`src/rtl/core/hcbd_pkg.sv`:
```
// ----------------------------------------------------------------------------
// hcbd_pkg
// types and constants shared by the chunked body decoder
// ----------------------------------------------------------------------------
package hcbd_pkg;

	localparam int SIZE_BITS = 32;

	// command queue between front and back
	localparam int CQ_DEPTH = 4;
	localparam int CQ_AW    = 2;

	// result queue
	localparam int RQ_DEPTH = 4;
	localparam int RQ_AW    = 2;

	// result kinds
	localparam logic [2:0] K_DATA  = 3'd0;
	localparam logic [2:0] K_ZERO  = 3'd1;
	localparam logic [2:0] K_ENDED = 3'd2;
	localparam logic [2:0] K_BAD   = 3'd3;
	localparam logic [2:0] K_TRUNC = 3'd4;

	// characters of interest
	localparam logic [7:0] CH_CR  = 8'h0d;
	localparam logic [7:0] CH_LF  = 8'h0a;
	localparam logic [7:0] CH_SP  = 8'h20;
	localparam logic [7:0] CH_TAB = 8'h09;

	typedef struct packed {
		logic [7:0] in_byte;
		logic       msg_end;
	} in_item_t;

	typedef struct packed {
		logic [7:0] out_byte;
		logic [2:0] out_kind;
		logic       out_last;
	} res_t;

	// classified byte handed from front to back
	typedef struct packed {
		logic [7:0] in_byte;
		logic       msg_end;
		logic       is_hex;
		logic [3:0] hex_val;
		logic       is_blank;
		logic       is_cr;
		logic       is_lf;
	} cmd_t;

endpackage

```
`src/rtl/core/hcbd_front.sv`:
```
// ----------------------------------------------------------------------------
// hcbd_front
// accepts input bytes, classifies them and holds them in a short queue
// ----------------------------------------------------------------------------
module hcbd_front (
	input  logic              clk,
	input  logic              arst_n,
	input  logic              push,
	output logic              full,
	input  hcbd_pkg::in_item_t item,
	input  logic              take,
	output logic              avail,
	output hcbd_pkg::cmd_t    cmd
);
	import hcbd_pkg::*;

	cmd_t              cmd_q [CQ_DEPTH];
	logic [CQ_AW-1:0]  wr_ptr_q;
	logic [CQ_AW-1:0]  rd_ptr_q;
	logic [CQ_AW:0]    count_q;
	cmd_t              cls;
	logic              is_digit;
	logic              is_lower;
	logic              is_upper;
	logic              wr_en;
	logic              rd_en;

	always_comb begin
		is_digit = (item.in_byte >= 8'h30) && (item.in_byte <= 8'h39);
		is_lower = (item.in_byte >= 8'h61) && (item.in_byte <= 8'h66);
		is_upper = (item.in_byte >= 8'h41) && (item.in_byte <= 8'h46);
		cls.in_byte  = item.in_byte;
		cls.msg_end  = item.msg_end;
		cls.is_hex   = is_digit || is_lower || is_upper;
		// letters a-f and A-F share the low nibble 1..6
		cls.hex_val  = is_digit ? item.in_byte[3:0] : (item.in_byte[3:0] + 4'd9);
		cls.is_blank = (item.in_byte == CH_SP) || (item.in_byte == CH_TAB);
		cls.is_cr    = (item.in_byte == CH_CR);
		cls.is_lf    = (item.in_byte == CH_LF);
	end

	assign full  = (count_q == (CQ_AW+1)'(CQ_DEPTH));
	assign avail = (count_q != '0);
	assign cmd   = cmd_q[rd_ptr_q];
	assign wr_en = push && !full;
	assign rd_en = take && avail;

	always_ff @(posedge clk) begin
		if (wr_en) begin
			cmd_q[wr_ptr_q] <= cls;
		end
	end

	always_ff @(posedge clk or negedge arst_n) begin
		if (!arst_n) begin
			wr_ptr_q <= '0;
			rd_ptr_q <= '0;
			count_q  <= '0;
		end else begin
			if (wr_en) begin
				wr_ptr_q <= wr_ptr_q + 1'b1;
			end
			if (rd_en) begin
				rd_ptr_q <= rd_ptr_q + 1'b1;
			end
			case ({wr_en, rd_en})
				2'b10:   count_q <= count_q + 1'b1;
				2'b01:   count_q <= count_q - 1'b1;
				default: count_q <= count_q;
			endcase
		end
	end

endmodule

```
`src/rtl/core/hcbd_back.sv`:
```
// ----------------------------------------------------------------------------
// hcbd_back
// chunk framing state machine and result queue
// ----------------------------------------------------------------------------
module hcbd_back (
	input  logic           clk,
	input  logic           arst_n,
	input  logic           avail,
	input  hcbd_pkg::cmd_t cmd,
	output logic           take,
	output logic           empty,
	input  logic           pop,
	output hcbd_pkg::res_t result
);
	import hcbd_pkg::*;

	localparam logic [2:0] PH_START = 3'd0;
	localparam logic [2:0] PH_LINE  = 3'd1;
	localparam logic [2:0] PH_DATA  = 3'd2;
	localparam logic [2:0] PH_SKIP  = 3'd3;
	localparam logic [2:0] PH_DONE  = 3'd4;
	localparam logic [2:0] PH_ERR   = 3'd5;

	logic [2:0]           phase_q, phase_n;
	logic [SIZE_BITS-1:0] size_accum_q, size_accum_n;
	logic [SIZE_BITS-1:0] bytes_left_q, bytes_left_n;
	logic                 digit_seen_q, digit_seen_n;
	logic                 number_closed_q, number_closed_n;
	logic                 cr_pending_q, cr_pending_n;
	logic [1:0]           skip_count_q, skip_count_n;
	logic [1:0]           skip_dec;

	logic                 p_v;
	logic [2:0]           p_kind;
	logic [7:0]           p_byte;
	logic                 e_v;
	logic [2:0]           e_kind;
	res_t                 slot0;
	res_t                 slot1;
	logic [1:0]           n_wr;
	logic [1:0]           n_put;

	res_t                 rq_mem [RQ_DEPTH];
	logic [RQ_AW-1:0]     rq_wr_q;
	logic [RQ_AW-1:0]     rq_rd_q;
	logic [RQ_AW:0]       rq_count_q;
	logic                 rd_en;

	// room for the worst case of two results per byte
	assign take  = avail && (rq_count_q <= (RQ_AW+1)'(RQ_DEPTH - 2));
	assign empty = (rq_count_q == '0);
	assign rd_en = pop && !empty;
	assign result = rq_mem[rq_rd_q];

	always_comb begin
		phase_n         = phase_q;
		size_accum_n    = size_accum_q;
		bytes_left_n    = bytes_left_q;
		digit_seen_n    = digit_seen_q;
		number_closed_n = number_closed_q;
		cr_pending_n    = cr_pending_q;
		skip_count_n    = skip_count_q;
		skip_dec        = (skip_count_q != 2'd0) ? (skip_count_q - 2'd1) : 2'd0;
		p_v             = 1'b0;
		p_kind          = K_DATA;
		p_byte          = 8'h00;
		e_v             = 1'b0;
		e_kind          = K_ENDED;

		case (phase_q)
			PH_START, PH_LINE: begin
				phase_n = PH_LINE;
				if (cmd.is_lf && cr_pending_q) begin
					cr_pending_n    = 1'b0;
					size_accum_n    = '0;
					digit_seen_n    = 1'b0;
					number_closed_n = 1'b0;
					if (!digit_seen_q) begin
						phase_n = PH_ERR;
						p_v     = 1'b1;
						p_kind  = K_BAD;
					end else if (size_accum_q == '0) begin
						phase_n = PH_DONE;
						p_v     = 1'b1;
						p_kind  = K_ZERO;
					end else begin
						bytes_left_n = size_accum_q;
						phase_n      = PH_DATA;
					end
				end else begin
					cr_pending_n = cmd.is_cr;
					if (!number_closed_q) begin
						if (cmd.is_hex) begin
							// top nibble busy means the next digit would overflow
							if (size_accum_q[SIZE_BITS-1 -: 4] != 4'd0) begin
								phase_n = PH_ERR;
								p_v     = 1'b1;
								p_kind  = K_BAD;
							end else begin
								size_accum_n = {size_accum_q[SIZE_BITS-5:0], cmd.hex_val};
								digit_seen_n = 1'b1;
							end
						end else if (cmd.is_blank && !digit_seen_q) begin
							phase_n = PH_LINE;
						end else begin
							number_closed_n = 1'b1;
							if (!digit_seen_q) begin
								phase_n = PH_ERR;
								p_v     = 1'b1;
								p_kind  = K_BAD;
							end
						end
					end
				end
			end
			PH_DATA: begin
				p_v          = 1'b1;
				p_kind       = K_DATA;
				p_byte       = cmd.in_byte;
				bytes_left_n = bytes_left_q - 1'b1;
				if (bytes_left_q == SIZE_BITS'(1)) begin
					phase_n      = PH_SKIP;
					skip_count_n = 2'd2;
				end
			end
			PH_SKIP: begin
				skip_count_n = skip_dec;
				if (skip_dec == 2'd0) begin
					phase_n = PH_START;
				end
			end
			default: begin
				phase_n = phase_q;
			end
		endcase

		if (cmd.msg_end) begin
			if (phase_n == PH_START || phase_n == PH_SKIP) begin
				e_v    = 1'b1;
				e_kind = K_ENDED;
			end else if (phase_n == PH_LINE || phase_n == PH_DATA) begin
				e_v    = 1'b1;
				e_kind = K_TRUNC;
			end
			phase_n         = PH_START;
			size_accum_n    = '0;
			bytes_left_n    = '0;
			digit_seen_n    = 1'b0;
			number_closed_n = 1'b0;
			cr_pending_n    = 1'b0;
			skip_count_n    = 2'd0;
		end
	end

	// pack up to two results, status after payload
	always_comb begin
		slot0.out_byte = p_v ? p_byte : 8'h00;
		slot0.out_kind = p_v ? p_kind : e_kind;
		slot0.out_last = !(p_v && e_v);
		slot1.out_byte = 8'h00;
		slot1.out_kind = e_kind;
		slot1.out_last = 1'b1;
		n_wr  = {1'b0, p_v} + {1'b0, e_v};
		n_put = take ? n_wr : 2'd0;
	end

	always_ff @(posedge clk) begin
		if (n_put != 2'd0) begin
			rq_mem[rq_wr_q] <= slot0;
		end
		if (n_put == 2'd2) begin
			rq_mem[rq_wr_q + 1'b1] <= slot1;
		end
	end

	always_ff @(posedge clk or negedge arst_n) begin
		if (!arst_n) begin
			phase_q         <= PH_START;
			size_accum_q    <= '0;
			bytes_left_q    <= '0;
			digit_seen_q    <= 1'b0;
			number_closed_q <= 1'b0;
			cr_pending_q    <= 1'b0;
			skip_count_q    <= 2'd0;
			rq_wr_q         <= '0;
			rq_rd_q         <= '0;
			rq_count_q      <= '0;
		end else begin
			if (take) begin
				phase_q         <= phase_n;
				size_accum_q    <= size_accum_n;
				bytes_left_q    <= bytes_left_n;
				digit_seen_q    <= digit_seen_n;
				number_closed_q <= number_closed_n;
				cr_pending_q    <= cr_pending_n;
				skip_count_q    <= skip_count_n;
			end
			rq_wr_q    <= rq_wr_q + RQ_AW'(n_put);
			if (rd_en) begin
				rq_rd_q <= rq_rd_q + 1'b1;
			end
			rq_count_q <= rq_count_q + (RQ_AW+1)'(n_put) - (RQ_AW+1)'(rd_en);
		end
	end

endmodule

```
`src/rtl/core/http_chunked_body_decoder.sv`:
```
// Chunked HTTP body decoder. One body byte is taken per cycle whenever full is
// low; the front classifies it into a four-entry command queue and the back
// runs the chunk framing on one queued byte per cycle, so throughput is one
// byte per clock while the result side keeps pace. A byte yields up to two
// results (a payload or status result, then an end-of-message status); the
// result queue drains one per pop, so a byte that yields two results needs two
// pops on the result side.
// ----------------------------------------------------------------------------
// http_chunked_body_decoder
// top level: classifying front, command queue, framing back and result queue
// ----------------------------------------------------------------------------
module http_chunked_body_decoder (
	input  logic               clk,
	input  logic               arst_n,
	input  logic               push,
	output logic               full,
	input  hcbd_pkg::in_item_t item,
	output logic               empty,
	input  logic               pop,
	output hcbd_pkg::res_t     result
);
	import hcbd_pkg::*;

	cmd_t cmd;
	logic avail;
	logic take;

	hcbd_front u_front (
		.clk    (clk),
		.arst_n (arst_n),
		.push   (push),
		.full   (full),
		.item   (item),
		.take   (take),
		.avail  (avail),
		.cmd    (cmd)
	);

	hcbd_back u_back (
		.clk    (clk),
		.arst_n (arst_n),
		.avail  (avail),
		.cmd    (cmd),
		.take   (take),
		.empty  (empty),
		.pop    (pop),
		.result (result)
	);

endmodule

```
`config.mk`:
```
export PLATFORM = sky130hd
export DESIGN_NAME = http_chunked_body_decoder
export DESIGN_NICKNAME = d
export VERILOG_FILES = /design/src/rtl/core/hcbd_pkg.sv /design/src/rtl/core/hcbd_front.sv /design/src/rtl/core/hcbd_back.sv /design/src/rtl/core/http_chunked_body_decoder.sv
export SDC_FILE = /design/constraint.sdc
export NUM_CORES = 1
export LEC_CHECK = 0
export BUFFER_PORTS_ARGS = -buffer_cell sky130_fd_sc_hd__buf_2
export CAP_MARGIN = 0
export CORE_MARGIN = 4
export CORE_UTILIZATION = 40
export CTS_CLUSTER_DIAMETER = 80
export DETAILED_ROUTE_END_ITERATION = 8
export GPL_ROUTABILITY_DRIVEN = 0
export PLACE_DENSITY = 0.53
export SKIP_LAST_GASP = 1
export SYNTH_ARGS = -nofsm -noshare
export SYNTH_HDL_FRONTEND = slang
export SYNTH_HIERARCHICAL = 1
export SYNTH_SLANG_ARGS = --single-unit
```
`constraint.sdc`:
```
create_clock -name clk -period 4 [get_ports clk]
set_input_delay 1 -clock clk [delete_from_list [all_inputs] [get_ports clk]]
set_output_delay 1 -clock clk [all_outputs]
set_load 0.02 [all_outputs]
```
# == Yosys cells after proc, flatten, opt, wreduce, memory -nomap -nowiden ==
# Memory sizes are Yosys's and may differ from the RTL's.
# Cells that the tools add are included.
# word_totals
mem_count,2
elab_cells,172
input_bits,13
out_inout_bits,14
ramBits,116
reg_bits,86
# op_classes
n_lt_le_gt_ge,7
n_addsub,13
eq_ne,21
mux,78
reduce_logical,38
# memory_table
memory,words,width,read_ports,rd_ports_with_merged_regs,wr,line_no,text
u_front.cmd_q,4,17,1,0,1,hcbd_front.sv:17,cmd_t cmd_q [CQ_DEPTH];
u_back.rq_mem,4,12,1,0,2,hcbd_back.sv:43,res_t rq_mem [RQ_DEPTH];
# op_table
cell,count
two-way mux 32 bit,10
case mux 32 bit (2 select lines),1
two-way mux 3 bit,21
two-way mux 1 bit,33
"equality test 32 x 1 -> 1 bit, second input constant",1
logical NOT 32 bit,1
"subtractor 32 x 1 -> 32 bit, second input constant",1
"equality test 8 x 4 -> 1 bit, second input constant",3
">= comparator 8 x 7 -> 1 bit, second input constant",2
"<= comparator 8 x 7 -> 1 bit, second input constant",2
two-way mux 8 bit,2
"equality test 3 x 2 -> 1 bit, second input constant",4
two-way mux 2 bit,6
"inequality test 3 x 2 -> 1 bit, second input constant",4
nonzero test 3 bit,4
logical AND 1 bit,10
AND reduction 5 bit,2
logical NOT 3 bit,3
case mux 3 bit (3 select lines),1
"adder 2 x 1 -> 2 bit, second input constant",4
"equality test 8 x 6 -> 1 bit, second input constant",1
">= comparator 8 x 6 -> 1 bit, second input constant",1
"<= comparator 8 x 6 -> 1 bit, second input constant",1
nonzero test 2 bit,4
other kinds (25),35

# == Logic depth before layout (Yosys ltp) ==
# Gate-level depths: netlist (run 1).
# depth
depth_word,17
mapped_depth,15
mapped_depth_nobuf,13

# == Cells and area by module ==
# The synthesis (run 1) kept the hierarchy.
# by_module_without_submodules
mod,area_each_um2,seq_area_each_um2,n_inst,cells_per_inst
hcbd_back,6140.9,3017.9,1,609
hcbd_front,3191.8,2217.1,1,161

# == Worst setup path before layout (run 1) ==
# OpenSTA, ideal clock, no wires.
# synth_timing
path_type,register to register
from,register u_front.rd_ptr_q[0]
to,register u_back.rq_count_q[2]
period_less_slack_ps,3659
n_path_buf,2
t_arrival_ps,3537
t_required_ps,3877
slack_ps,341
path_stages_with_launch,15
setup_ps,123
path_cell_list,dfrtp_1 > buf_6 > buf_12 > mux4_2 > nor4_1 > a221oi_1 > nor3_1 > nand2_1 > and2_1 > ha_1 > and2_1 > ha_1 > fa_1 > xnor2_1 > xnor2_1
# synth_rtl
item,line_no,text
from (decl),hcbd_front.sv:19,logic [CQ_AW-1:0] rd_ptr_q;
from (signal assigned),hcbd_front.sv:64,rd_ptr_q <= rd_ptr_q + 1'b1;
to (signal assigned),hcbd_back.sv:202,rq_count_q <= rq_count_q + (RQ_AW+1)'(n_put) - (RQ_AW+1)'(rd_en);
to (decl),hcbd_back.sv:46,logic [RQ_AW:0] rq_count_q;

==> metrics.txt, run 1 <==
# TYPE chip_impl_metric gauge
chip_impl_metric{name="period_needed",unit="ps"} 3670
chip_impl_info{name="post_synth_main_area_contributors",value="edfxtp_1, dfrtp_1, dfxtp_1, mux4_2, a32o_1"} 1
chip_impl_metric{name="postCtsResizedCells",unit=""} 0
chip_impl_metric{name="holdPathStages",unit=""} 1
chip_impl_metric{name="maximum_number_of_pins_on_one_net_before_global_route_repair",unit=""} 69
chip_impl_metric{name="critical_path_peak_fanout",unit=""} 10
chip_impl_metric{name="synth_fp_nets",unit=""} 802
chip_impl_metric{name="wire_length_of_the_first_global_routing_pass",unit="um"} 35400
chip_impl_info{name="setup.worst_path.class",value="flop to flop"} 1
chip_impl_metric{name="cell_area_after_layout",unit="um2"} 10700
chip_impl_info{name="cp-end-kind",value="flop"} 1
chip_impl_metric{name="post_drt_wl_per_cell",unit="um"} 19.6
chip_impl_metric{name="worst_setup_hold_path_clk_slew",unit="ps"} 60
chip_impl_info{name="crit_path_frequent_cell",value="nand2_1"} 1
chip_impl_metric{name="avgViaCountPerCell",unit=""} 5.85
chip_impl_metric{name="detail-route-antenna-nets",unit=""} 0
chip_impl_metric{name="ys_seq_elements",unit=""} 202
chip_impl_metric{name="clockBufferDepth",unit=""} 3
chip_impl_metric{name="htreeDepth",unit=""} 1
chip_impl_metric{name="post_synth_mux_area_share",unit="%"} 7.75
chip_impl_metric{name="sequential_share_of_the_synthesized_area",unit="%"} 56.1
chip_impl_metric{name="numClockSinks",unit=""} 202
chip_impl_metric{name="diodes",unit=""} 0
chip_impl_metric{name="synthArstFlopShare",unit="%"} 42.6
chip_impl_metric{name="area_delta_synth_final",unit="%"} 14.2
chip_impl_metric{name="total_count_of_max_transition_violations_in_the_final_report",unit=""} 0
chip_impl_info{name="synth_common_cells",value="dfrtp_1, edfxtp_1, o21ai_0"} 1
chip_impl_info{name="synth_top_cell_by_area",value="edfxtp_1"} 1
chip_impl_metric{name="antenna_violations_before_repair",unit=""} 0
chip_impl_metric{name="detailedRoute.firstIterationViolations",unit=""} 488
chip_impl_metric{name="yosys.area_share.xor_xnor",unit="%"} 1.31
chip_impl_metric{name="timing.critical_path.arrival",unit="ps"} 3900
chip_impl_metric{name="numCtsBuffers",unit=""} 24
chip_impl_metric{name="cp.buffers_inverters",unit=""} 1
chip_impl_metric{name="critPathRequiredTime",unit="ps"} 4230
chip_impl_metric{name="worst_max_slew_pin_slew",unit="ps"} 952
chip_impl_metric{name="drive_above_1_share",unit="%"} 14.9
chip_impl_metric{name="die_w",unit="um"} 161
chip_impl_metric{name="synth_simple_gate_area_share",unit="%"} 11.9
chip_impl_info{name="setup.worst_path.start_class",value="flop"} 1
chip_impl_metric{name="fin_tns_setup",unit="ps"} 0
chip_impl_metric{name="cts_hold_buf",unit=""} 0
chip_impl_metric{name="area_share_of_the_largest_cell_type_after_synthesis",unit="%"} 24.5
chip_impl_metric{name="global_route.overflow_total",unit=""} 0
chip_impl_metric{name="post_cts_buffers",unit=""} 0
chip_impl_info{name="min-delay-path-class",value="flop to flop"} 1
chip_impl_metric{name="hpwl",unit="um"} 14600
chip_impl_metric{name="nFillCells",unit=""} 2017
chip_impl_metric{name="leakage",unit="nW"} 4.19
chip_impl_metric{name="grt_pass1_vias",unit=""} 6440
chip_impl_metric{name="floorplan.die_area",unit="um2"} 25800
chip_impl_info{name="clock_tree.root_cell",value="clkbuf_16"} 1
chip_impl_metric{name="power_density",unit="nW/um2"} 687
chip_impl_metric{name="cap_violations",unit=""} 0
chip_impl_info{name="synth_flop_cell",value="dfrtp_1"} 1
chip_impl_metric{name="final_hold_viol_count",unit=""} 0
chip_impl_info{name="main_combinational_cell_family_by_area_after_synthesis",value="compound AO/OA/AOI/OAI gates"} 1
chip_impl_metric{name="boundary_pin_count",unit=""} 27
chip_impl_metric{name="final_min_period_over_clock_period",unit="%"} 91.8
chip_impl_info{name="grt.busiest_layer",value="met2"} 1
chip_impl_metric{name="floorplan.core_area",unit="um2"} 22800
chip_impl_metric{name="yosys.area_share.adder",unit="%"} 2.71
chip_impl_metric{name="mappedNetlistArea",unit="um2"} 9330
chip_impl_metric{name="grt_met1_use",unit="%"} 23.6
chip_impl_metric{name="synth_compound_gate_area_share",unit="%"} 16.8
chip_impl_info{name="grt_setup_unrepaired",value="false"} 1
chip_impl_metric{name="synth.lib_cells_used.distinct",unit=""} 68
chip_impl_metric{name="use_met3",unit="%"} 2.31
chip_impl_metric{name="final_net_count",unit=""} 825
chip_impl_metric{name="global_route.usage.met2",unit="%"} 27.4
chip_impl_metric{name="clkLatencyLatePin",unit="ps"} 520
chip_impl_metric{name="synth-warning-count",unit=""} 6
chip_impl_metric{name="drt-pass1-iter-count",unit=""} 6
chip_impl_metric{name="finalWirelength",unit="um"} 22000
chip_impl_metric{name="effective_utilization_at_floorplan",unit="%"} 41.0
chip_impl_metric{name="setup_viol",unit=""} 0
chip_impl_metric{name="placed_cell_area",unit="um2"} 9800
chip_impl_info{name="synth_most_common_cell",value="dfrtp_1"} 1
chip_impl_metric{name="timing.max_slew.rel_slack",unit="%"} 36.6
chip_impl_metric{name="multiInputGateArea",unit="um2"} 3790
chip_impl_info{name="tritoncts_clock_tree",value="yes"} 1
chip_impl_metric{name="die_y",unit="um"} 161
chip_impl_metric{name="worst-path-stages",unit=""} 11
chip_impl_info{name="worst_path_top_cell_family_by_delay",value="simple AND/OR/NAND/NOR gates"} 1
chip_impl_info{name="path_cells",value="mux4_1 -> nor4_1 -> a221oi_1 -> nor3_1 -> nand2_1 -> and2_1 -> ha_1 -> nand2b_1 -> a21oi_1 -> nand2_1 -> inv_1"} 1
chip_impl_metric{name="r2r_cells",unit=""} 11
chip_impl_metric{name="vdd_ir_drop_max",unit="V"} 0.000358
chip_impl_metric{name="area.sequential",unit="um2"} 5240
chip_impl_metric{name="drc",unit=""} 0
chip_impl_info{name="crit_path_top_delay_cell",value="mux4_1"} 1
chip_impl_metric{name="number_of_enable_flip_flop_cells_after_synthesis",unit=""} 76
chip_impl_metric{name="fin_worst_skew",unit="ps"} 25.4
chip_impl_metric{name="netlist_instances",unit=""} 770
chip_impl_metric{name="buffer_ports.inserted",unit=""} 26
chip_impl_metric{name="routed-via-count",unit=""} 6576
chip_impl_metric{name="synth_area_per_cell",unit="um2"} 12.1
chip_impl_info{name="outcome",value="complete, no violations"} 1
chip_impl_metric{name="num_rows",unit=""} 55
chip_impl_metric{name="critPathMaxStageDelay",unit="ps"} 600
chip_impl_metric{name="fmax",unit="MHz"} 272
chip_impl_metric{name="grt.total_usage",unit="%"} 16.7
## path summary, 6_finish.rpt
kind	start	endpoint	slack (ps)
worst min register to register	u_back/rq_mem[3][4]$_SDFFE_PP0P_	u_back/rq_mem[3][4]$_SDFFE_PP0P_	460
worst max register to register	u_front/rd_ptr_q[0]$_DFFE_PN0P_	u_back/rq_mem[3][2]$_DFFE_PP_	330
worst min-delay path	u_back/rq_mem[3][4]$_SDFFE_PP0P_	u_back/rq_mem[3][4]$_SDFFE_PP0P_	460
max in group asynchronous	arst_n	u_back/bytes_left_q[4]$_DFFE_PN0P_	2600
worst max-delay path	u_front/rd_ptr_q[0]$_DFFE_PN0P_	u_back/rq_mem[3][2]$_DFFE_PP_	330
min in group asynchronous	arst_n	u_back/bytes_left_q[26]$_DFFE_PN0P_	640
## final cells by class
class | instances | area share, %
Sequential cell | 202 | 49.1
Multi-Input combinational cell | 493 | 35.5
Tap cell | 313 | 3.67
Timing Repair Buffer | 47 | 2.72
Clock buffer | 29 | 6.01
Inverter | 25 | 0.880
Clock inverter | 15 | 2.05
## kinds of logic after synthesis
logic type / Yosys count
multiplexers: 32
XOR/XNOR: 14
adder cells (fa/ha/maj): 19
AO/OA/AOI/OAI: 220
buffers and inverters: 75
AND/OR/NAND/NOR: 208
flip-flops: 202
## worst reg2reg max path, stage by stage (launching register included)
cell and delay (ps):
dfrtp_1 460, mux4_1 600, nor4_1 290, a221oi_1 90, nor3_1 220, nand2_1 230, and2_1 200, ha_1 340
nand2b_1 230, a21oi_1 200, nand2_1 300, inv_1 210
## placed cells by master (no fill, tap or decap), types with 4 or more instances in the layout
master,Yosys,final
mux4_2,20,20
o21ai_0,58,58
a31oi_1,4,4
o2bb2ai_1,7,7
a22o_1,38,38
nand3b_1,4,4
buf_4,0,22
inv_1,25,25
edfxtp_1,76,76
buf_2,4,25
clkbuf_1,42,4
nor2b_1,7,7
xnor2_1,9,9
xor2_1,5,5
a32oi_1,4,4
nand4_1,7,7
nand2b_1,8,8
and2_1,10,10
dfrtp_1,86,86
nor4_1,23,23
nor2_1,56,56
dfxtp_1,40,40
a22oi_1,4,4
or4_1,5,5
a21oi_1,40,40
mux4_1,9,9
a32o_1,36,36
bufinv_16,0,5
clkbuf_16,0,25
nand3_1,8,8
nand2_1,31,31
or3_1,7,7
nor3_1,22,22
ha_1,17,17
## metrics by stage
step           setup WS, ps  power [mW]  instances  util (%)  hold slack [ps]
3_5_place_dp            309        5.05       1080      43.0              449
4_1_cts                 297        7.39       1124      46.8              462
6_report                326        7.32       1124      46.8              463
2_1_floorplan           341        4.38        770         -              420
5_1_grt                34.1        7.76       1124      46.8              482
3_3_place_gp            396        4.97       1080      43.0              443
## where the power goes
group,internal [mW],switching [mW]
combinational,0.852,1.33
sequential,2.52,0.294
clock,1.47,0.853
total,4.84,2.48
## layer usage
metal  up-vias  part of all wire, %
met4         0                  1.6
li1       3025                    -
met2       215                   48
met1      3307                   45
met3        29                  5.4
met5         -                    0
## flip-flops by register name, indices dropped and copies added, names as in the netlist
| name | count |
|---|---|
| u_front/cmd_q | 68 |
| u_back/cr_pending_q | 1 |
| u_front/count_q | 3 |
| u_back/rq_count_q | 3 |
| u_back/digit_seen_q | 1 |
| u_back/rq_wr_q | 2 |
| u_front/rd_ptr_q | 2 |
| u_back/bytes_left_q | 32 |
| u_front/wr_ptr_q | 2 |
| u_back/rq_rd_q | 2 |
| u_back/phase_q | 3 |
| u_back/rq_mem | 48 |
| u_back/skip_count_q | 2 |
| u_back/size_accum_q | 32 |
| u_back/number_closed_q | 1 |
No activity file was read; power rests on OpenSTA's default activity.
==> inputs of run 2 (changes only) <==
Settings changed: MAX_ROUTING_LAYER set to met4, SYNTH_HIERARCHICAL 1 to unset.
==> run 2 against run 1 <==
Net effect: global-route usage up 1.2 points; final cell count rose by 4.6%; first-iteration DRC count grew 29%; combinational power grew 39%; wire length increased by 2.1%; clock skew is 10 ps lower; design area grew 0.54%; sequential cell count unchanged; sequential power hardly changed; hold slack got worse by 16 ps; synthesized cell count rose by 4.8%; critical endpoint is now u_back.rq_count_q[2]$_DFF_PN0_; highest routed layer unchanged.
==> metrics.txt, run 2 <==
# TYPE chip_impl_metric gauge
chip_impl_info{name="cp-end-kind",value="flop"} 1
chip_impl_metric{name="fin_tns_setup",unit="ps"} 0
chip_impl_metric{name="synth-warning-count",unit=""} 0
chip_impl_metric{name="largest_register_ff_count",unit=""} 68
chip_impl_info{name="synth_top_cell_by_area",value="edfxtp_1"} 1
chip_impl_metric{name="holdWs",unit="ps"} 447
chip_impl_metric{name="grt.total_usage",unit="%"} 18.0
chip_impl_metric{name="cap_violations",unit=""} 0
chip_impl_metric{name="setup_viol",unit=""} 0
chip_impl_metric{name="diodes",unit=""} 0
chip_impl_metric{name="hpwl",unit="um"} 14900
chip_impl_metric{name="clkLatencyLatePin",unit="ps"} 520
chip_impl_metric{name="area_delta_synth_final",unit="%"} 15.2
chip_impl_metric{name="total_count_of_max_transition_violations_in_the_final_report",unit=""} 0
chip_impl_metric{name="ys_seq_elements",unit=""} 202
chip_impl_metric{name="leakage",unit="nW"} 4.23
chip_impl_metric{name="clockBufferDepth",unit=""} 3
chip_impl_metric{name="floorplan.core_area",unit="um2"} 22800
chip_impl_info{name="synth_most_common_cell",value="dfrtp_1"} 1
chip_impl_metric{name="boundary_pin_count",unit=""} 27
chip_impl_info{name="tritoncts_clock_tree",value="yes"} 1
chip_impl_metric{name="detailedRoute.firstIterationViolations",unit=""} 631
chip_impl_metric{name="synth_area_per_cell",unit="um2"} 11.5
chip_impl_metric{name="drc",unit=""} 0
chip_impl_metric{name="finalNonFillerCells",unit=""} 1176
chip_impl_metric{name="sequential_share_of_the_synthesized_area",unit="%"} 56.3
chip_impl_info{name="hold_path_startpoint",value="u_back.rq_mem[2][0]$_SDFFE_PP1N_"} 1
chip_impl_metric{name="routed-via-count",unit=""} 6788
chip_impl_metric{name="netlist_instances",unit=""} 807
chip_impl_metric{name="num_rows",unit=""} 55
chip_impl_metric{name="timing.critical_path.arrival",unit="ps"} 4050
chip_impl_metric{name="antenna_violations_before_repair",unit=""} 0
chip_impl_info{name="largest-register",value="u_front.cmd_q"} 1
chip_impl_metric{name="fin_worst_skew",unit="ps"} 15.0
chip_impl_metric{name="critPathRequiredTime",unit="ps"} 4400
chip_impl_metric{name="grt_pass1_vias",unit=""} 6779
chip_impl_metric{name="fmax",unit="MHz"} 274
chip_impl_metric{name="final_min_period_over_clock_period",unit="%"} 91.3
chip_impl_metric{name="worst_max_slew_pin_slew",unit="ps"} 969
chip_impl_metric{name="critical_path_peak_fanout",unit=""} 13
chip_impl_metric{name="buffer_ports.inserted",unit=""} 26
chip_impl_info{name="setup.worst_path.class",value="flop to flop"} 1
chip_impl_metric{name="worst_setup_hold_path_clk_slew",unit="ps"} 60
chip_impl_metric{name="period_needed",unit="ps"} 3650
chip_impl_metric{name="nFillCells",unit=""} 2075
chip_impl_metric{name="global_route.overflow_total",unit=""} 0
chip_impl_metric{name="multiInputGateArea",unit="um2"} 3800
chip_impl_metric{name="drive_above_1_share",unit="%"} 15.4
chip_impl_info{name="setup.worst_path.start_class",value="flop"} 1
chip_impl_metric{name="htreeDepth",unit=""} 1
chip_impl_info{name="mostFrequentLayoutCell",value="dfrtp_1"} 1
chip_impl_metric{name="area.sequential",unit="um2"} 5240
chip_impl_info{name="synth_common_cells",value="dfrtp_1, nand2_1, o21ai_0"} 1
chip_impl_metric{name="die_y",unit="um"} 161
chip_impl_info{name="synth_flop_cell",value="dfrtp_1"} 1
chip_impl_info{name="worst_setup_path_startpoint",value="u_front.rd_ptr_q[1]$_DFFE_PN0P_"} 1
chip_impl_metric{name="final_hold_viol_count",unit=""} 0
chip_impl_metric{name="finalWirelength",unit="um"} 22400
chip_impl_metric{name="maximum_number_of_pins_on_one_net_before_global_route_repair",unit=""} 44
chip_impl_metric{name="vdd_ir_drop_max",unit="V"} 0.000315
chip_impl_metric{name="effective_utilization_at_floorplan",unit="%"} 40.8
chip_impl_info{name="final_cell_mix",value="dfrtp_1, nand2_1, o21ai_0"} 1
chip_impl_info{name="top_regs",value="u_front.cmd_q x68, u_back.rq_mem x48"} 1
chip_impl_metric{name="number_of_enable_flip_flop_cells_after_synthesis",unit=""} 76
chip_impl_info{name="clock_tree.root_cell",value="clkbuf_16"} 1
chip_impl_metric{name="mappedNetlistArea",unit="um2"} 9300
chip_impl_metric{name="timing.max_slew.rel_slack",unit="%"} 35.4
chip_impl_metric{name="die_w",unit="um"} 161
chip_impl_metric{name="synthArstFlopShare",unit="%"} 42.6
chip_impl_metric{name="wire_length_of_the_first_global_routing_pass",unit="um"} 36900
chip_impl_metric{name="drt-pass1-iter-count",unit=""} 5
chip_impl_metric{name="synth.lib_cells_used.distinct",unit=""} 71
chip_impl_metric{name="post_drt_wl_per_cell",unit="um"} 19.1
chip_impl_info{name="post_synth_main_area_contributors",value="edfxtp_1, dfrtp_1, dfxtp_1, mux4_2, o21ai_0"} 1
chip_impl_metric{name="placed_cells",unit=""} 1134
chip_impl_metric{name="detail-route-antenna-nets",unit=""} 0
chip_impl_metric{name="power_density",unit="nW/um2"} 752
chip_impl_metric{name="avgViaCountPerCell",unit=""} 5.77
chip_impl_metric{name="synth_fp_nets",unit=""} 838
chip_impl_metric{name="area_share_of_the_largest_cell_type_after_synthesis",unit="%"} 24.5
chip_impl_metric{name="post_cts_buffers",unit=""} 0
chip_impl_info{name="min-delay-path-class",value="flop to flop"} 1
chip_impl_info{name="grt_setup_unrepaired",value="false"} 1
chip_impl_info{name="outcome",value="complete, no violations"} 1
chip_impl_metric{name="final_net_count",unit=""} 877
chip_impl_info{name="worst_r2r_startpoint",value="u_front.rd_ptr_q[1]$_DFFE_PN0P_"} 1
chip_impl_metric{name="numCtsBuffers",unit=""} 23
chip_impl_metric{name="numClockSinks",unit=""} 202
chip_impl_metric{name="floorplan.die_area",unit="um2"} 25800
## run 2: path summary, 6_finish.rpt
check	endpoint	cells after the start	slack (ps)
min in group asynchronous	u_back.bytes_left_q[18]$_DFFE_PN0P_	1	480
max in group asynchronous	u_back.size_accum_q[20]$_DFFE_PN0P_	2	2780
hold / removal	u_back.rq_mem[2][0]$_SDFFE_PP1N_	2	450
setup reg to reg	u_back.rq_count_q[2]$_DFF_PN0_	16	350
setup / recovery	u_back.rq_count_q[2]$_DFF_PN0_	16	350
hold reg to reg	u_back.rq_mem[2][0]$_SDFFE_PP1N_	2	450
## run 2: where the power goes
part | total, mW | switching [mW] | internal [mW]
Combinational | 3.04 | 1.93 | 1.11
Sequential | 2.83 | 0.319 | 2.51
Clock | 2.19 | 0.853 | 1.34
## run 2: area by class of cell
class,instances,area share (%)
Multi-Input combinational cell,532,35.5
Tap cell,313,3.65
Inverter,28,0.981
Timing Repair Buffer,59,3.70
Clock inverter,16,1.79
Clock buffer,26,5.57
Sequential cell,202,48.9
## run 2: routing by layer
metal / GRT usage, % / wire length (um) / vias to the layer above / part of all wire [%]
met3: 2.23 / 1030 / 55 / 4.6
met5: - / 0 / - / 0
met4: 6.10 / 737 / 0 / 3.3
li1: - / - / 3149 / -
met1: 24.9 / 10300 / 3390 / 46
met2: 27.6 / 10400 / 194 / 46
## run 2: cell families after synthesis
family | synth area share (%)
AOI/OAI and AO/OA | 17.4
and+or+nand+nor | 12.2
muxes | 7.18
xor gates and xnor gates | 1.41
buffers and inverters | 3.03
DFF | 56.3
adders and majority gates | 2.58
## run 2: timing repair
action / CTS / global route
endpoints found under the setup margin: 0 / 3
hold buffers: 0 / 0
gates resized for setup: 0 / 2
## run 2: critical path, stage by stage, from the launching register on
cell,delay [ps]
dfrtp_1,370
buf_6,200
mux2i_1,270
or4b_1,480
a21oi_1,230
o311ai_1,170
nand3_1,130
inv_1,50
ha_2,380
nand2_1,90
ha_1,270
inv_1,50
ha_1,130
inv_1,50
fa_1,370
xor2_1,160
xnor2_1,120
## run 2: per-stage QoR
stage | setup WS, ps | utilization [%] | instance area (um2) | power [mW]
after global placement | 386 | 43.6 | 9920 | 5.82
final | 347 | 47.0 | 10700 | 8.05
after floorplan | 359 | - | 9300 | 4.90
after CTS | 250 | 47.0 | 10700 | 8.12
after global routing | 1.61 | 47.0 | 10700 | 8.58
after detailed placement | 268 | 43.6 | 9920 | 5.90
==> inputs of run 3 (changes only) <==
Settings changed: SYNTH_HIERARCHICAL set to 1.
==> run 3 against run 2 <==
Net effect: sequential power hardly changed; fmax shrank 0.75%; die area is 0.31% higher.
==> metrics.txt, run 3 (same netlist as run 1, synthesis figures left out) <==
# TYPE chip_impl_metric gauge
chip_impl_metric{name="timing.max_slew.rel_slack",unit="%"} 36.8
chip_impl_metric{name="worst_max_slew_pin_slew",unit="ps"} 948
chip_impl_metric{name="multiInputGateArea",unit="um2"} 3790
chip_impl_metric{name="grt_met1_use",unit="%"} 23.7
chip_impl_metric{name="critPathRequiredTime",unit="ps"} 4230
chip_impl_metric{name="fin_tns_setup",unit="ps"} 0
chip_impl_metric{name="buffer_ports.inserted",unit=""} 26
chip_impl_metric{name="effective_utilization_at_floorplan",unit="%"} 41.0
chip_impl_info{name="path_cells",value="mux4_1 -> nor4_1 -> a221oi_1 -> nor3_1 -> nand2_1 -> and2_1 -> ha_1 -> nand2b_1 -> a21oi_1 -> nand2b_1 -> inv_1"} 1
chip_impl_metric{name="wire_length_of_the_first_global_routing_pass",unit="um"} 35400
chip_impl_metric{name="grt.total_usage",unit="%"} 17.3
chip_impl_info{name="setup.worst_path.start_class",value="flop"} 1
chip_impl_info{name="crit_path_frequent_cell",value="nand2b_1"} 1
chip_impl_metric{name="numClockSinks",unit=""} 202
chip_impl_info{name="final_cell_mix",value="dfrtp_1, edfxtp_1, o21ai_0"} 1
chip_impl_metric{name="floorplan.core_area",unit="um2"} 22800
chip_impl_metric{name="largest_register_ff_count",unit=""} 68
chip_impl_metric{name="ff2ff_setup_slack",unit="ps"} 320
chip_impl_metric{name="finalWirelength",unit="um"} 22000
chip_impl_metric{name="period_needed",unit="ps"} 3680
chip_impl_metric{name="global_route.overflow_total",unit=""} 0
chip_impl_metric{name="drc",unit=""} 0
chip_impl_metric{name="post_drt_wl_per_cell",unit="um"} 19.5
chip_impl_metric{name="maximum_number_of_pins_on_one_net_before_global_route_repair",unit=""} 69
chip_impl_metric{name="leakage",unit="nW"} 4.19
chip_impl_metric{name="diodes",unit=""} 0
chip_impl_metric{name="design_power_total",unit="mW"} 7.32
chip_impl_metric{name="num_rows",unit=""} 55
chip_impl_metric{name="critical_path_peak_fanout",unit=""} 10
chip_impl_metric{name="avgViaCountPerCell",unit=""} 5.85
chip_impl_metric{name="die_y",unit="um"} 161
chip_impl_info{name="crit_path_top_delay_cell",value="mux4_1"} 1
chip_impl_metric{name="grt_pass1_vias",unit=""} 6428
chip_impl_metric{name="global_route.usage.met2",unit="%"} 27.5
chip_impl_info{name="setup.worst_path.class",value="flop to flop"} 1
chip_impl_metric{name="nFillCells",unit=""} 2017
chip_impl_info{name="top_regs",value="u_front/cmd_q x68, u_back/rq_mem x48"} 1
chip_impl_metric{name="final_min_period_over_clock_period",unit="%"} 92.0
chip_impl_info{name="grt_setup_unrepaired",value="false"} 1
chip_impl_metric{name="cp.buffers_inverters",unit=""} 1
chip_impl_info{name="clock_tree.root_cell",value="clkbuf_16"} 1
chip_impl_metric{name="use_met3",unit="%"} 2.34
chip_impl_info{name="outcome",value="complete, no violations"} 1
chip_impl_metric{name="final_net_count",unit=""} 825
chip_impl_info{name="min-delay-path-class",value="flop to flop"} 1
chip_impl_metric{name="area_delta_synth_final",unit="%"} 14.2
chip_impl_metric{name="total_count_of_max_transition_violations_in_the_final_report",unit=""} 0
chip_impl_metric{name="routed-via-count",unit=""} 6581
chip_impl_info{name="cp-end-kind",value="flop"} 1
chip_impl_metric{name="postCtsResizedCells",unit=""} 0
chip_impl_metric{name="worst_setup_hold_path_clk_slew",unit="ps"} 60
chip_impl_metric{name="area.sequential",unit="um2"} 5240
chip_impl_metric{name="power_density",unit="nW/um2"} 687
chip_impl_metric{name="vdd_ir_drop_max",unit="V"} 0.000357
chip_impl_metric{name="setup_viol",unit=""} 0
chip_impl_metric{name="die_w",unit="um"} 161
chip_impl_metric{name="fin_worst_skew",unit="ps"} 24.9
chip_impl_metric{name="boundary_pin_count",unit=""} 27
chip_impl_metric{name="detailedRoute.firstIterationViolations",unit=""} 452
chip_impl_metric{name="clkLatencyLatePin",unit="ps"} 520
chip_impl_metric{name="timing.critical_path.arrival",unit="ps"} 3910
chip_impl_metric{name="detail-route-antenna-nets",unit=""} 0
chip_impl_metric{name="final_hold_viol_count",unit=""} 0
chip_impl_metric{name="drt-pass1-iter-count",unit=""} 5
chip_impl_info{name="tritoncts_clock_tree",value="yes"} 1
chip_impl_metric{name="clockBufferDepth",unit=""} 3
chip_impl_metric{name="cap_violations",unit=""} 0
chip_impl_info{name="mostFrequentLayoutCell",value="dfrtp_1"} 1
chip_impl_metric{name="numCtsBuffers",unit=""} 24
chip_impl_metric{name="critPathMaxStageDelay",unit="ps"} 600
chip_impl_metric{name="cts_hold_buf",unit=""} 0
chip_impl_info{name="worst_path_top_cell_family_by_delay",value="simple AND/OR/NAND/NOR gates"} 1
chip_impl_metric{name="antenna_violations_before_repair",unit=""} 0
chip_impl_metric{name="post_cts_buffers",unit=""} 0
chip_impl_metric{name="floorplan.die_area",unit="um2"} 25800
chip_impl_metric{name="htreeDepth",unit=""} 1
chip_impl_metric{name="fmax",unit="MHz"} 272
chip_impl_metric{name="hpwl",unit="um"} 14600
chip_impl_metric{name="drive_above_1_share",unit="%"} 14.9
chip_impl_info{name="largest-register",value="u_front/cmd_q"} 1
chip_impl_info{name="grt.busiest_layer",value="met2"} 1
run 3: worst reg2reg max path: cells and delay by family (launching register included):
family | cells | cell delay, ps
DFF | 1 | 460
and+or+nand+nor | 6 | 1480
buffers and inverters | 1 | 210
muxes | 1 | 600
adders and majority gates | 1 | 340
AOI/OAI and AO/OA | 2 | 290
run 3: layer usage:
metal / part of all wire [%] / wire length, um
met2: 48 / 10500
met5: 0 / 0
met4: 1.4 / 316
met1: 45 / 9920
met3: 5.7 / 1260
run 3: power breakdown:
part,leakage (nW),switching (mW),internal (mW)
registers,2.18,0.293,2.52
logic,1.59,1.34,0.852
clock network,0.413,0.854,1.47
total,4.19,2.48,4.84
run 3: final cells by class:
type / instances / area share [%]
flip-flops and latches: 202 / 49.1
multi-input cells: 493 / 35.5
clock buffers: 29 / 6.01
well taps: 313 / 3.67
repair buffers: 47 / 2.72
clock inverters: 15 / 2.05
inverters: 25 / 0.880
run 3: through the flow:
step	cell area (um2)	instances	setup slack (ps)	utilization [%]	hold slack [ps]
after floorplan	9330	770	341	-	420
after global placement	9800	1080	396	43.0	443
after detailed placement	9800	1080	309	43.0	449
after global routing	10700	1124	34.1	46.8	482
after CTS	10700	1124	297	46.8	462
final	10700	1124	319	46.8	463
run 3: final timing paths:
path                                                   from                             endpoint  cells past startpoint
hold reg to reg            u_back/rq_mem[3][4]$_SDFFE_PP0P_     u_back/rq_mem[3][4]$_SDFFE_PP0P_                      1
min in group asynchronous                            arst_n  u_back/bytes_left_q[14]$_DFFE_PN0P_                      1
setup reg to reg            u_front/rd_ptr_q[0]$_DFFE_PN0P_        u_back/rq_mem[1][3]$_DFFE_PP_                     11
setup / recovery            u_front/rd_ptr_q[0]$_DFFE_PN0P_        u_back/rq_mem[1][3]$_DFFE_PP_                     11
max in group asynchronous                            arst_n   u_back/bytes_left_q[4]$_DFFE_PN0P_                      2
hold / removal             u_back/rq_mem[3][4]$_SDFFE_PP0P_     u_back/rq_mem[3][4]$_SDFFE_PP0P_                      1
